[src/ngh_pkg.sv]
// Shared types and constants for the noise gate with hold.
// Holds register defaults, register indexes, the sequencer state type and the
// control and status bundles. No dependencies.
package ngh_pkg;

   // Default field widths.
   localparam int SAMPLE_BITS_DEF = 24;
   localparam int COEFF_BITS_DEF  = 16;

   // The hold counter width is fixed.
   localparam int HOLD_BITS = 16;

   // Register index port width.
   localparam int CSR_ADDR_BITS = 3;

   // Register values after reset.
   localparam int unsigned THRESHOLD_RESET = 83886;
   localparam int unsigned ATTACK_RESET    = 64068;
   localparam int unsigned RELEASE_RESET   = 65520;
   localparam int unsigned HOLD_RESET      = 2205;
   localparam int unsigned RANGE_RESET     = 7;

   // Register indexes.
   typedef enum logic [CSR_ADDR_BITS-1:0] {
      CSR_THRESHOLD = 3'd0,
      CSR_ATTACK    = 3'd1,
      CSR_RELEASE   = 3'd2,
      CSR_HOLD      = 3'd3,
      CSR_RANGE     = 3'd4
   } csr_index_type;

   // Which product the shared serial multiplier forms.
   typedef enum logic [1:0] {
      OP_ENV,
      OP_GAIN,
      OP_OUT
   } mul_op_type;

   // Sequencer states.
   typedef enum logic [3:0] {
      ST_IDLE,
      ST_ENV_START,
      ST_ENV_RUN,
      ST_ENV_WR,
      ST_DECIDE,
      ST_GAIN_START,
      ST_GAIN_RUN,
      ST_GAIN_WR,
      ST_OUT_START,
      ST_OUT_RUN,
      ST_FINISH
   } state_type;

   // Status from the datapath to the sequencer.
   typedef struct packed {
      logic req_valid;
      logic mul_done;
      logic gate_hi;
      logic hold_nz;
      logic rsp_free;
   } status_type;

   // Controls from the sequencer to the datapath.
   typedef struct packed {
      logic       idle;
      logic       mul_start;
      mul_op_type op;
      logic       env_write;
      logic       gate_decide;
      logic       gain_write;
      logic       rsp_load;
   } ctrl_type;

endpackage

[src/noise_gate_hold_envelope.sv]
// Top level of the noise gate with hold: registers, datapath and output stage.
// Depends on ngh_pkg, ngh_serial_mul and ngh_ctrl.
//
// Usage:
// Items enter on req_ (sample, block_start) and leave on rsp_ (out_sample,
// gate_open), each channel with valid and stall; an item moves at a clock
// edge with valid high and stall low. Settings are written on csr_ (index,
// data, valid, ready); ready is always high, writes belong to idle periods.
// One item is worked on at a time. Each item takes three or two products on
// one bit-serial multiplier that retires one multiplier bit per cycle, so
// the rate is set by that multiplier: an item takes two products while the
// gate is open or holding, and three while it is closed. The result is
// loaded into the output register after the output product and stays there
// until taken; the next item is accepted while the result waits. If the
// receiver stalls, the block finishes the next item and then holds it until
// the output frees. Reset loads the register defaults, clears envelope,
// gain, hold and the gate flag, and empties the output register.
module noise_gate_hold_envelope
   import ngh_pkg::*;
#(
   parameter int SAMPLE_BITS = SAMPLE_BITS_DEF,
   parameter int COEFF_BITS  = COEFF_BITS_DEF,
   localparam int VAL_BITS   = (SAMPLE_BITS > COEFF_BITS + 1) ? SAMPLE_BITS : COEFF_BITS + 1,
   localparam int CSR_BITS   = (VAL_BITS > HOLD_BITS) ? VAL_BITS : HOLD_BITS
) (
   input  logic                          clock,
   input  logic                          reset,
   input  logic                          req_valid,
   output logic                          req_stall,
   input  logic signed [SAMPLE_BITS-1:0] req_sample,
   input  logic                          req_block_start,
   output logic                          rsp_valid,
   input  logic                          rsp_stall,
   output logic signed [SAMPLE_BITS-1:0] rsp_out_sample,
   output logic                          rsp_gate_open,
   input  logic                          csr_valid,
   output logic                          csr_ready,
   input  logic [CSR_ADDR_BITS-1:0]      csr_addr,
   input  logic [CSR_BITS-1:0]           csr_wdata
);

   localparam int GAIN_BITS = COEFF_BITS + 1;
   localparam int A_BITS    = VAL_BITS + 1;
   localparam int B_BITS    = COEFF_BITS + 1;
   localparam int P_BITS    = A_BITS + B_BITS;
   localparam int ACC_BITS  = P_BITS + 1;
   localparam logic [ACC_BITS-1:0]    ROUND_HALF = ACC_BITS'(1) << (COEFF_BITS - 1);
   localparam logic [GAIN_BITS-1:0]   GAIN_ONE   = GAIN_BITS'(1) << COEFF_BITS;
   localparam logic [SAMPLE_BITS:0]   HALF_RANGE = (SAMPLE_BITS + 1)'(1) << (SAMPLE_BITS - 1);

   // Configuration registers.
   logic [SAMPLE_BITS-1:0] threshold_ff;
   logic [COEFF_BITS-1:0]  attack_ff;
   logic [COEFF_BITS-1:0]  release_ff;
   logic [HOLD_BITS-1:0]   hold_samples_ff;
   logic [GAIN_BITS-1:0]   range_ff;

   // Gate state and item registers.
   logic [SAMPLE_BITS-1:0] env_ff;
   logic [GAIN_BITS-1:0]   gain_ff;
   logic [HOLD_BITS-1:0]   hold_ff;
   logic                   open_ff;
   logic [SAMPLE_BITS-1:0] mag_ff, mag_in;
   logic                   neg_ff;

   // Output register.
   logic                          rsp_valid_ff;
   logic signed [SAMPLE_BITS-1:0] rsp_sample_ff;
   logic                          rsp_open_ff;

   // Multiplier interface.
   logic signed [A_BITS-1:0] mul_a;
   logic        [B_BITS-1:0] mul_b;
   logic                     mul_busy, mul_done;
   logic signed [P_BITS-1:0] mul_p;

   logic [ACC_BITS-1:0]    env_acc, gain_acc;
   logic [SAMPLE_BITS:0]   prod, prod_sat;
   logic [SAMPLE_BITS-1:0] out_value;
   logic                   item_take, rsp_take, rsp_free;

   status_type status;
   ctrl_type   ctrl;

   assign csr_ready = 1'b1;
   assign item_take = req_valid && !req_stall;
   assign rsp_take  = rsp_valid_ff && !rsp_stall;
   assign rsp_free  = !rsp_valid_ff || !rsp_stall;
   assign req_stall = !ctrl.idle;

   // Register writes; bits beyond a register's width are dropped.
   always_ff @(posedge clock) begin
      if (reset) begin
         threshold_ff    <= SAMPLE_BITS'(THRESHOLD_RESET);
         attack_ff       <= COEFF_BITS'(ATTACK_RESET);
         release_ff      <= COEFF_BITS'(RELEASE_RESET);
         hold_samples_ff <= HOLD_BITS'(HOLD_RESET);
         range_ff        <= GAIN_BITS'(RANGE_RESET);
      end else if (csr_valid && csr_ready) begin
         unique case (csr_index_type'(csr_addr))
            CSR_THRESHOLD: threshold_ff    <= csr_wdata[SAMPLE_BITS-1:0];
            CSR_ATTACK:    attack_ff       <= csr_wdata[COEFF_BITS-1:0];
            CSR_RELEASE:   release_ff      <= csr_wdata[COEFF_BITS-1:0];
            CSR_HOLD:      hold_samples_ff <= csr_wdata[HOLD_BITS-1:0];
            CSR_RANGE:     range_ff        <= csr_wdata[GAIN_BITS-1:0];
            default:       threshold_ff    <= threshold_ff;
         endcase
      end
   end

   // Sample magnitude; the most negative sample maps to half range.
   assign mag_in = req_sample[SAMPLE_BITS-1] ? SAMPLE_BITS'(-req_sample) : req_sample;

   // Operand selection for the shared multiplier. Each smoothing step is
   // target*ONE + c*(old - target), so only the difference is multiplied.
   always_comb begin
      unique case (ctrl.op)
         OP_ENV: begin
            mul_a = $signed(A_BITS'(env_ff) - A_BITS'(mag_ff));
            mul_b = (mag_ff > env_ff) ? B_BITS'(attack_ff) : B_BITS'(release_ff);
         end
         OP_GAIN: begin
            mul_a = $signed(A_BITS'(gain_ff) - A_BITS'(range_ff));
            mul_b = B_BITS'(release_ff);
         end
         OP_OUT: begin
            mul_a = $signed(A_BITS'(mag_ff));
            mul_b = gain_ff;
         end
         default: begin
            mul_a = '0;
            mul_b = '0;
         end
      endcase
   end

   ngh_serial_mul #(
      .A_BITS (A_BITS),
      .B_BITS (B_BITS)
   ) u_mul (
      .clock   (clock),
      .reset   (reset),
      .start   (ctrl.mul_start),
      .mul_a   (mul_a),
      .mul_b   (mul_b),
      .busy    (mul_busy),
      .done    (mul_done),
      .product (mul_p)
   );

   // Rounded smoothing results from the finished product.
   assign env_acc  = (ACC_BITS'(mag_ff) << COEFF_BITS) + ACC_BITS'(mul_p) + ROUND_HALF;
   assign gain_acc = (ACC_BITS'(range_ff) << COEFF_BITS) + ACC_BITS'(mul_p) + ROUND_HALF;

   // Output magnitude, saturated and given back its sign.
   always_comb begin
      prod = mul_p[COEFF_BITS +: SAMPLE_BITS + 1];
      if (neg_ff) begin
         prod_sat  = (prod > HALF_RANGE) ? HALF_RANGE : prod;
         out_value = SAMPLE_BITS'((SAMPLE_BITS + 1)'(0) - prod_sat);
      end else begin
         prod_sat  = (prod > HALF_RANGE - 1'b1) ? (HALF_RANGE - 1'b1) : prod;
         out_value = prod_sat[SAMPLE_BITS-1:0];
      end
   end

   // Status toward the sequencer.
   always_comb begin
      status.req_valid = req_valid;
      status.mul_done  = mul_done;
      status.gate_hi   = (env_ff >= threshold_ff);
      status.hold_nz   = (hold_ff != '0);
      status.rsp_free  = rsp_free;
   end

   ngh_ctrl u_ctrl (
      .clock  (clock),
      .reset  (reset),
      .status (status),
      .ctrl   (ctrl)
   );

   // Gate state: cleared by block start, then envelope, gate decision and
   // gain glide in the order the sequencer steps through them.
   always_ff @(posedge clock) begin
      if (reset) begin
         env_ff  <= '0;
         gain_ff <= '0;
         hold_ff <= '0;
         open_ff <= 1'b0;
      end else begin
         priority if (item_take && req_block_start) begin
            env_ff  <= '0;
            gain_ff <= '0;
            hold_ff <= '0;
            open_ff <= 1'b0;
         end else if (ctrl.env_write) begin
            env_ff <= env_acc[COEFF_BITS +: SAMPLE_BITS];
         end else if (ctrl.gate_decide) begin
            priority if (status.gate_hi) begin
               open_ff <= 1'b1;
               hold_ff <= hold_samples_ff;
               gain_ff <= GAIN_ONE;
            end else if (status.hold_nz) begin
               hold_ff <= hold_ff - HOLD_BITS'(1);
               gain_ff <= GAIN_ONE;
            end else begin
               open_ff <= 1'b0;
            end
         end else if (ctrl.gain_write) begin
            gain_ff <= gain_acc[COEFF_BITS +: GAIN_BITS];
         end
      end
   end

   // Item registers.
   always_ff @(posedge clock) begin
      if (item_take) begin
         mag_ff <= mag_in;
         neg_ff <= req_sample[SAMPLE_BITS-1];
      end
   end

   // Output register valid flag.
   always_ff @(posedge clock) begin
      if (reset) begin
         rsp_valid_ff <= 1'b0;
      end else if (ctrl.rsp_load) begin
         rsp_valid_ff <= 1'b1;
      end else if (rsp_take) begin
         rsp_valid_ff <= 1'b0;
      end
   end

   // Output register payload.
   always_ff @(posedge clock) begin
      if (ctrl.rsp_load) begin
         rsp_sample_ff <= $signed(out_value);
         rsp_open_ff   <= open_ff;
      end
   end

   assign rsp_valid      = rsp_valid_ff;
   assign rsp_out_sample = rsp_sample_ff;
   assign rsp_gate_open  = rsp_open_ff;

   // A running hold count always belongs to an open gate.
   assert property (@(posedge clock) disable iff (reset)
      (hold_ff != '0) |-> open_ff)
      else $error("hold count running while gate is closed");

   // An accepted item starts the envelope product in the next cycle.
   assert property (@(posedge clock) disable iff (reset)
      item_take |=> ctrl.mul_start)
      else $error("envelope product did not start after item acceptance");

   // The multiplier is never restarted while it is still working.
   assert property (@(posedge clock) disable iff (reset)
      ctrl.mul_start |-> !mul_busy)
      else $error("multiplier started while busy");

   // A result is loaded only into a free or emptying output register.
   assert property (@(posedge clock) disable iff (reset)
      ctrl.rsp_load |-> (!rsp_valid_ff || !rsp_stall))
      else $error("result overwrote an untaken result");

endmodule

[src/ngh_serial_mul.sv]
// Bit-serial shift-and-add multiplier, one multiplier bit per cycle, MSB first.
// Signed multiplicand times unsigned multiplier. Depends on nothing.
module ngh_serial_mul #(
   parameter int A_BITS = 25,
   parameter int B_BITS = 17
) (
   input  logic                             clock,
   input  logic                             reset,
   input  logic                             start,
   input  logic signed [A_BITS-1:0]         mul_a,
   input  logic        [B_BITS-1:0]         mul_b,
   output logic                             busy,
   output logic                             done,
   output logic signed [A_BITS+B_BITS-1:0]  product
);

   localparam int P_BITS = A_BITS + B_BITS;
   localparam int C_BITS = $clog2(B_BITS + 1);

   logic signed [A_BITS-1:0] a_ff;
   logic        [B_BITS-1:0] b_ff, b_in;
   logic signed [P_BITS-1:0] p_ff, p_in, addend;
   logic        [C_BITS-1:0] cnt_ff, cnt_in;
   logic                     busy_ff, busy_in;

   // The last step is the one with a single bit left.
   assign done    = busy_ff && (cnt_ff == C_BITS'(1));
   assign busy    = busy_ff;
   assign product = p_ff;

   // One Horner step: double the partial product and add the multiplicand
   // when the current multiplier bit is set.
   always_comb begin
      addend  = b_ff[B_BITS-1] ? P_BITS'(a_ff) : '0;
      p_in    = p_ff;
      b_in    = b_ff;
      cnt_in  = cnt_ff;
      busy_in = busy_ff;
      if (start) begin
         p_in    = '0;
         b_in    = mul_b;
         cnt_in  = C_BITS'(B_BITS);
         busy_in = 1'b1;
      end else if (busy_ff) begin
         p_in   = (p_ff <<< 1) + addend;
         b_in   = b_ff << 1;
         cnt_in = cnt_ff - C_BITS'(1);
         if (done) begin
            busy_in = 1'b0;
         end
      end
   end

   // Control registers.
   always_ff @(posedge clock) begin
      if (reset) begin
         busy_ff <= 1'b0;
         cnt_ff  <= '0;
      end else begin
         busy_ff <= busy_in;
         cnt_ff  <= cnt_in;
      end
   end

   // Operand and partial product registers.
   always_ff @(posedge clock) begin
      if (start) begin
         a_ff <= mul_a;
      end
      b_ff <= b_in;
      p_ff <= p_in;
   end

endmodule

[src/ngh_ctrl.sv]
// Sequencer for the noise gate: steps one item through envelope, decision,
// gain (only with the gate closed) and output products. Depends on ngh_pkg.
module ngh_ctrl
   import ngh_pkg::*;
(
   input  logic       clock,
   input  logic       reset,
   input  status_type status,
   output ctrl_type   ctrl
);

   state_type state_ff, state_in;

   // Next state.
   always_comb begin
      state_in = state_ff;
      unique case (state_ff)
         ST_IDLE: begin
            if (status.req_valid) begin
               state_in = ST_ENV_START;
            end
         end
         ST_ENV_START: state_in = ST_ENV_RUN;
         ST_ENV_RUN: begin
            if (status.mul_done) begin
               state_in = ST_ENV_WR;
            end
         end
         ST_ENV_WR: state_in = ST_DECIDE;
         ST_DECIDE: begin
            priority if (status.gate_hi || status.hold_nz) begin
               state_in = ST_OUT_START;
            end else begin
               state_in = ST_GAIN_START;
            end
         end
         ST_GAIN_START: state_in = ST_GAIN_RUN;
         ST_GAIN_RUN: begin
            if (status.mul_done) begin
               state_in = ST_GAIN_WR;
            end
         end
         ST_GAIN_WR: state_in = ST_OUT_START;
         ST_OUT_START: state_in = ST_OUT_RUN;
         ST_OUT_RUN: begin
            if (status.mul_done) begin
               state_in = ST_FINISH;
            end
         end
         ST_FINISH: begin
            if (status.rsp_free) begin
               state_in = ST_IDLE;
            end
         end
         default: state_in = ST_IDLE;
      endcase
   end

   // Outputs decoded from the state.
   always_comb begin
      ctrl = '0;
      ctrl.op = OP_ENV;
      unique case (state_ff)
         ST_IDLE:       ctrl.idle = 1'b1;
         ST_ENV_START: begin
            ctrl.mul_start = 1'b1;
            ctrl.op        = OP_ENV;
         end
         ST_ENV_WR:     ctrl.env_write = 1'b1;
         ST_DECIDE:     ctrl.gate_decide = 1'b1;
         ST_GAIN_START: begin
            ctrl.mul_start = 1'b1;
            ctrl.op        = OP_GAIN;
         end
         ST_GAIN_WR:    ctrl.gain_write = 1'b1;
         ST_OUT_START: begin
            ctrl.mul_start = 1'b1;
            ctrl.op        = OP_OUT;
         end
         ST_FINISH:     ctrl.rsp_load = status.rsp_free;
         default:       ctrl.idle = 1'b0;
      endcase
   end

   // State register.
   always_ff @(posedge clock) begin
      if (reset) begin
         state_ff <= ST_IDLE;
      end else begin
         state_ff <= state_in;
      end
   end

endmodule
[config.mk]
export PLATFORM = sky130hd
export DESIGN_NAME = noise_gate_hold_envelope
export DESIGN_NICKNAME = d
export VERILOG_FILES = /design/src/ngh_pkg.sv /design/src/noise_gate_hold_envelope.sv /design/src/ngh_serial_mul.sv /design/src/ngh_ctrl.sv
export SDC_FILE = /design/constraint.sdc
export NUM_CORES = 1
export LEC_CHECK = 0
export ABC_CLOCK_PERIOD_IN_PS = 3500
export BUFFER_PORTS_ARGS = -buffer_cell sky130_fd_sc_hd__buf_2
export CAP_MARGIN = 20
export CORE_UTILIZATION = 25
export CTS_BUF_LIST = sky130_fd_sc_hd__clkbuf_8
export DETAILED_ROUTE_END_ITERATION = 16
export SLEW_MARGIN = 15
export SYNTH_ARGS = -nofsm -noshare
export SYNTH_HDL_FRONTEND = slang
export SYNTH_HIERARCHICAL = 1
export SYNTH_SLANG_ARGS = --single-unit
[constraint.sdc]
create_clock -name clock -period 3.5 [get_ports clock]
set_clock_uncertainty 0.15 [all_clocks]
set_input_delay 0.35 -clock clock [delete_from_list [all_inputs] [get_ports clock]]
set_output_delay 0.35 -clock clock [all_outputs]
set_load 0.02 [all_outputs]
==> flow_summary.rst <==
.. list-table::
   :header-rows: 1

   * - Metric
     - Value
   * - Run status
     - completed
   * - Area grow syn2layout
     - 19.8%
   * - Instance count after placement with tap cells included
     - 3510
   * - Worst setup EP type
     - flip-flop
   * - CTS tree
     - built
   * - Final count of negative-setup-slack endpoints
     - 0
   * - Overflow after GRT
     - 0
   * - Total of buffers placed on input and output ports
     - 83
   * - CP max-delay cell
     - sky130_fd_sc_hd__edfxtp_1
   * - CP dominant cell by count
     - sky130_fd_sc_hd__o31a_1
   * - Die area
     - 0.0798 mm2
   * - Last weighted congestion value of the routability-driven placer
     - 0.952
   * - Post-synthesis area per instance
     - 8.24 um2
   * - Final max-slew violation count
     - 0
   * - Slew @ Worst Pin
     - 799 ps
   * - Vias in the first global route
     - 17400
   * - Static leakage
     - 9.58 nW
   * - CTS clk-pin slew, worst paths
     - 60 ps
   * - Fraction of final layout cells with drive strength greater than 1
     - 13.5%
   * - Post-Layout Cell Count
     - 3663
   * - Die span in x
     - 282 um
   * - Count of unresolved DRC violations after routing
     - 0
   * - Effective utilization at floorplan
     - 25.3%
   * - Synth Instances
     - 2387
   * - Nets@finish
     - 2772
   * - Upper clock frequency limit
     - 290 MHz
   * - Flop2flop setup slack
     - 50 ps
   * - Syn Nets
     - 2581
   * - Worst Slack Setup Final
     - 48.0 ps
   * - Number of antenna-violating nets in the routed design
     - 0
   * - Clk_lat worst skew
     - 680 ps
   * - CP cell instances
     - inv_1 -> ha_1 -> nor2b_4 -> o31a_1 -> o211ai_1 -> nand3_2 -> o31a_1 -> a211o_1 -> a21o_4 -> buf_12 -> o221a_4 -> mux2_4
   * - Chip height
     - 282 um
   * - Placement Cell Area
     - 0.0218 mm2
   * - Number of maximum-capacitance constraint violations
     - 0
   * - Global-route wire length before repair
     - 104000 um
   * - Vias
     - 18600
   * - Core area
     - 0.0776 mm2
   * - RSZ-0062 raised after global routing
     - yes
   * - Worst-path fanout max
     - 8
   * - CTS Buffer Depth
     - 3
   * - Type of the tightest min-delay check
     - in2reg
   * - H-tree lvl count
     - 2
   * - Most common cell after layout, fill and taps aside
     - sky130_fd_sc_hd__nand2_1
   * - Clock sink total
     - 291
   * - Total track usage
     - 16.9%
   * - Delay contributed by the slowest stage of the critical path
     - 400 ps
   * - Final wirelength
     - 68700 um
   * - Estimated wirelength of the detail-placed design
     - 51100 um
   * - Worst EP arrival
     - 3730 ps
   * - Finished layout cell area
     - 0.0236 mm2
   * - Starting DRT DRC Count
     - 1796
   * - Netlist Area Pre-Place
     - 0.0197 mm2
   * - Floorplan row count
     - 102
   * - Buffer type at the clock tree root
     - sky130_fd_sc_hd__clkbuf_8
   * - Number of antenna violations at the first check in global routing
     - 2
   * - Number of buffers created by CTS
     - 51
   * - Synthesis Warnings
     - 6
   * - Worst slack, placed
     - 110 ps
   * - Worst Setup Path Type
     - reg2reg
   * - Hold Fails Final Rpt
     - 0
   * - Final core occ
     - 30.4%
   * - Most frequent cells in the layout
     - 357 x sky130_fd_sc_hd__nand2_1, 199 x sky130_fd_sc_hd__dfxtp_1, 197 x sky130_fd_sc_hd__nor2_1
   * - Max-Slew Margin vs Limit
     - 46.6%
   * - Pwr/cell area
     - 722 mW/mm2
   * - Number of top-level design ports
     - 85
   * - Critical path required time
     - 3780 ps
   * - Startpoint kind of the worst setup timing path
     - flip-flop
   * - Pin count of the biggest net entering global routing
     - 74
   * - VDD IR-drop max
     - 0.358 mV
   * - Final critical-path share of the clock period
     - 98.6%
   * - Min cycle time layout
     - 3450 ps
   * - First-pass iteration count of the detailed router
     - 5
   * - Number of vias per cell
     - 5.07
   * - Average wire length per cell after detail routing
     - 18.7 um
-- sequential cells by signal, summed over array words and instances (netlist names) --
name             flops
hold_ff             16
rsp_gate_open        1
hold_samples_ff     16
u_mul/a_ff          25
u_mul/product       41
open_ff              1
release_ff          16
u_mul/busy           1
range_ff            17
rsp_valid            1
threshold_ff        24
u_mul/b_ff          17
rsp_out_sample      24
neg_ff               1
u_mul/cnt_ff         5
u_ctrl/state_ff      4
attack_ff           16
gain_ff             17
env_ff              24
mag_ff              24
-- power by group --
group	total [mW]	leakage (nW)	switching (mW)	internal (mW)
Combinational	8.79	6.49	5.36	3.43
Sequential	4.88	2.47	0.546	4.33
Clock	3.34	0.618	1.60	1.74
-- critical path, delay by kind of cell, from the launching register on --
| kind | cells | cell delay, ps |
|---|---|---|
| AO/OA/AOI/OAI | 6 | 1680 |
| adder cells (fa/ha/maj) | 1 | 220 |
| buffers and inverters | 2 | 230 |
| flip-flops | 1 | 400 |
| multiplexers | 1 | 250 |
| AND/OR/NAND/NOR | 2 | 290 |
-- worst paths after layout --
kind                   from       endpoint  cells after the start
max               mag_ff[1]  u_mul/b_ff[1]                     12
max reg2reg       mag_ff[1]  u_mul/b_ff[1]                     12
min reg2reg         open_ff  rsp_gate_open                      0
min          req_sample[12]     mag_ff[14]                      3
-- routing by layer --
metal	wire length, um	vias to the layer above	track usage [%]
met4	2280	0	5.75
met5	0	-	0
li1	-	9041	-
met3	4490	115	2.57
met2	31000	594	27.3
met1	30900	8820	22.8
-- stage by stage --
| stage | TNS, ps | power, mW | hold slack (ps) |
|---|---|---|---|
| 6_report | 0 | 17.0 | 47.2 |
| 5_1_grt | -603 | 18.1 | 30.2 |
| 4_1_cts | 0 | 16.9 | 0.412 |
| 3_5_place_dp | 0 | 13.4 | 281 |
| 3_3_place_gp | 0 | 13.4 | 267 |
| 2_1_floorplan | 0 | 10.5 | 252 |
-- final cells by class --
type	instances	area, um2
tap	1040	1300
antenna	4	10.0
inverter	104	393
fill	8435	54000
clock buffer	57	785
timing repair buffer	249	1830
clock inverter	37	274
multi-input combinational	1881	12200
sequential	291	6750
-- timing repair --
action                     4_1_cts  5_1_grt
hold endpoints to repair       112        0
gates resized for setup          0       28
setup endpoints to repair        0       26
buffers inserted                 0        2
hold buffers                    52        0
(Power assumes the default switching activity.)
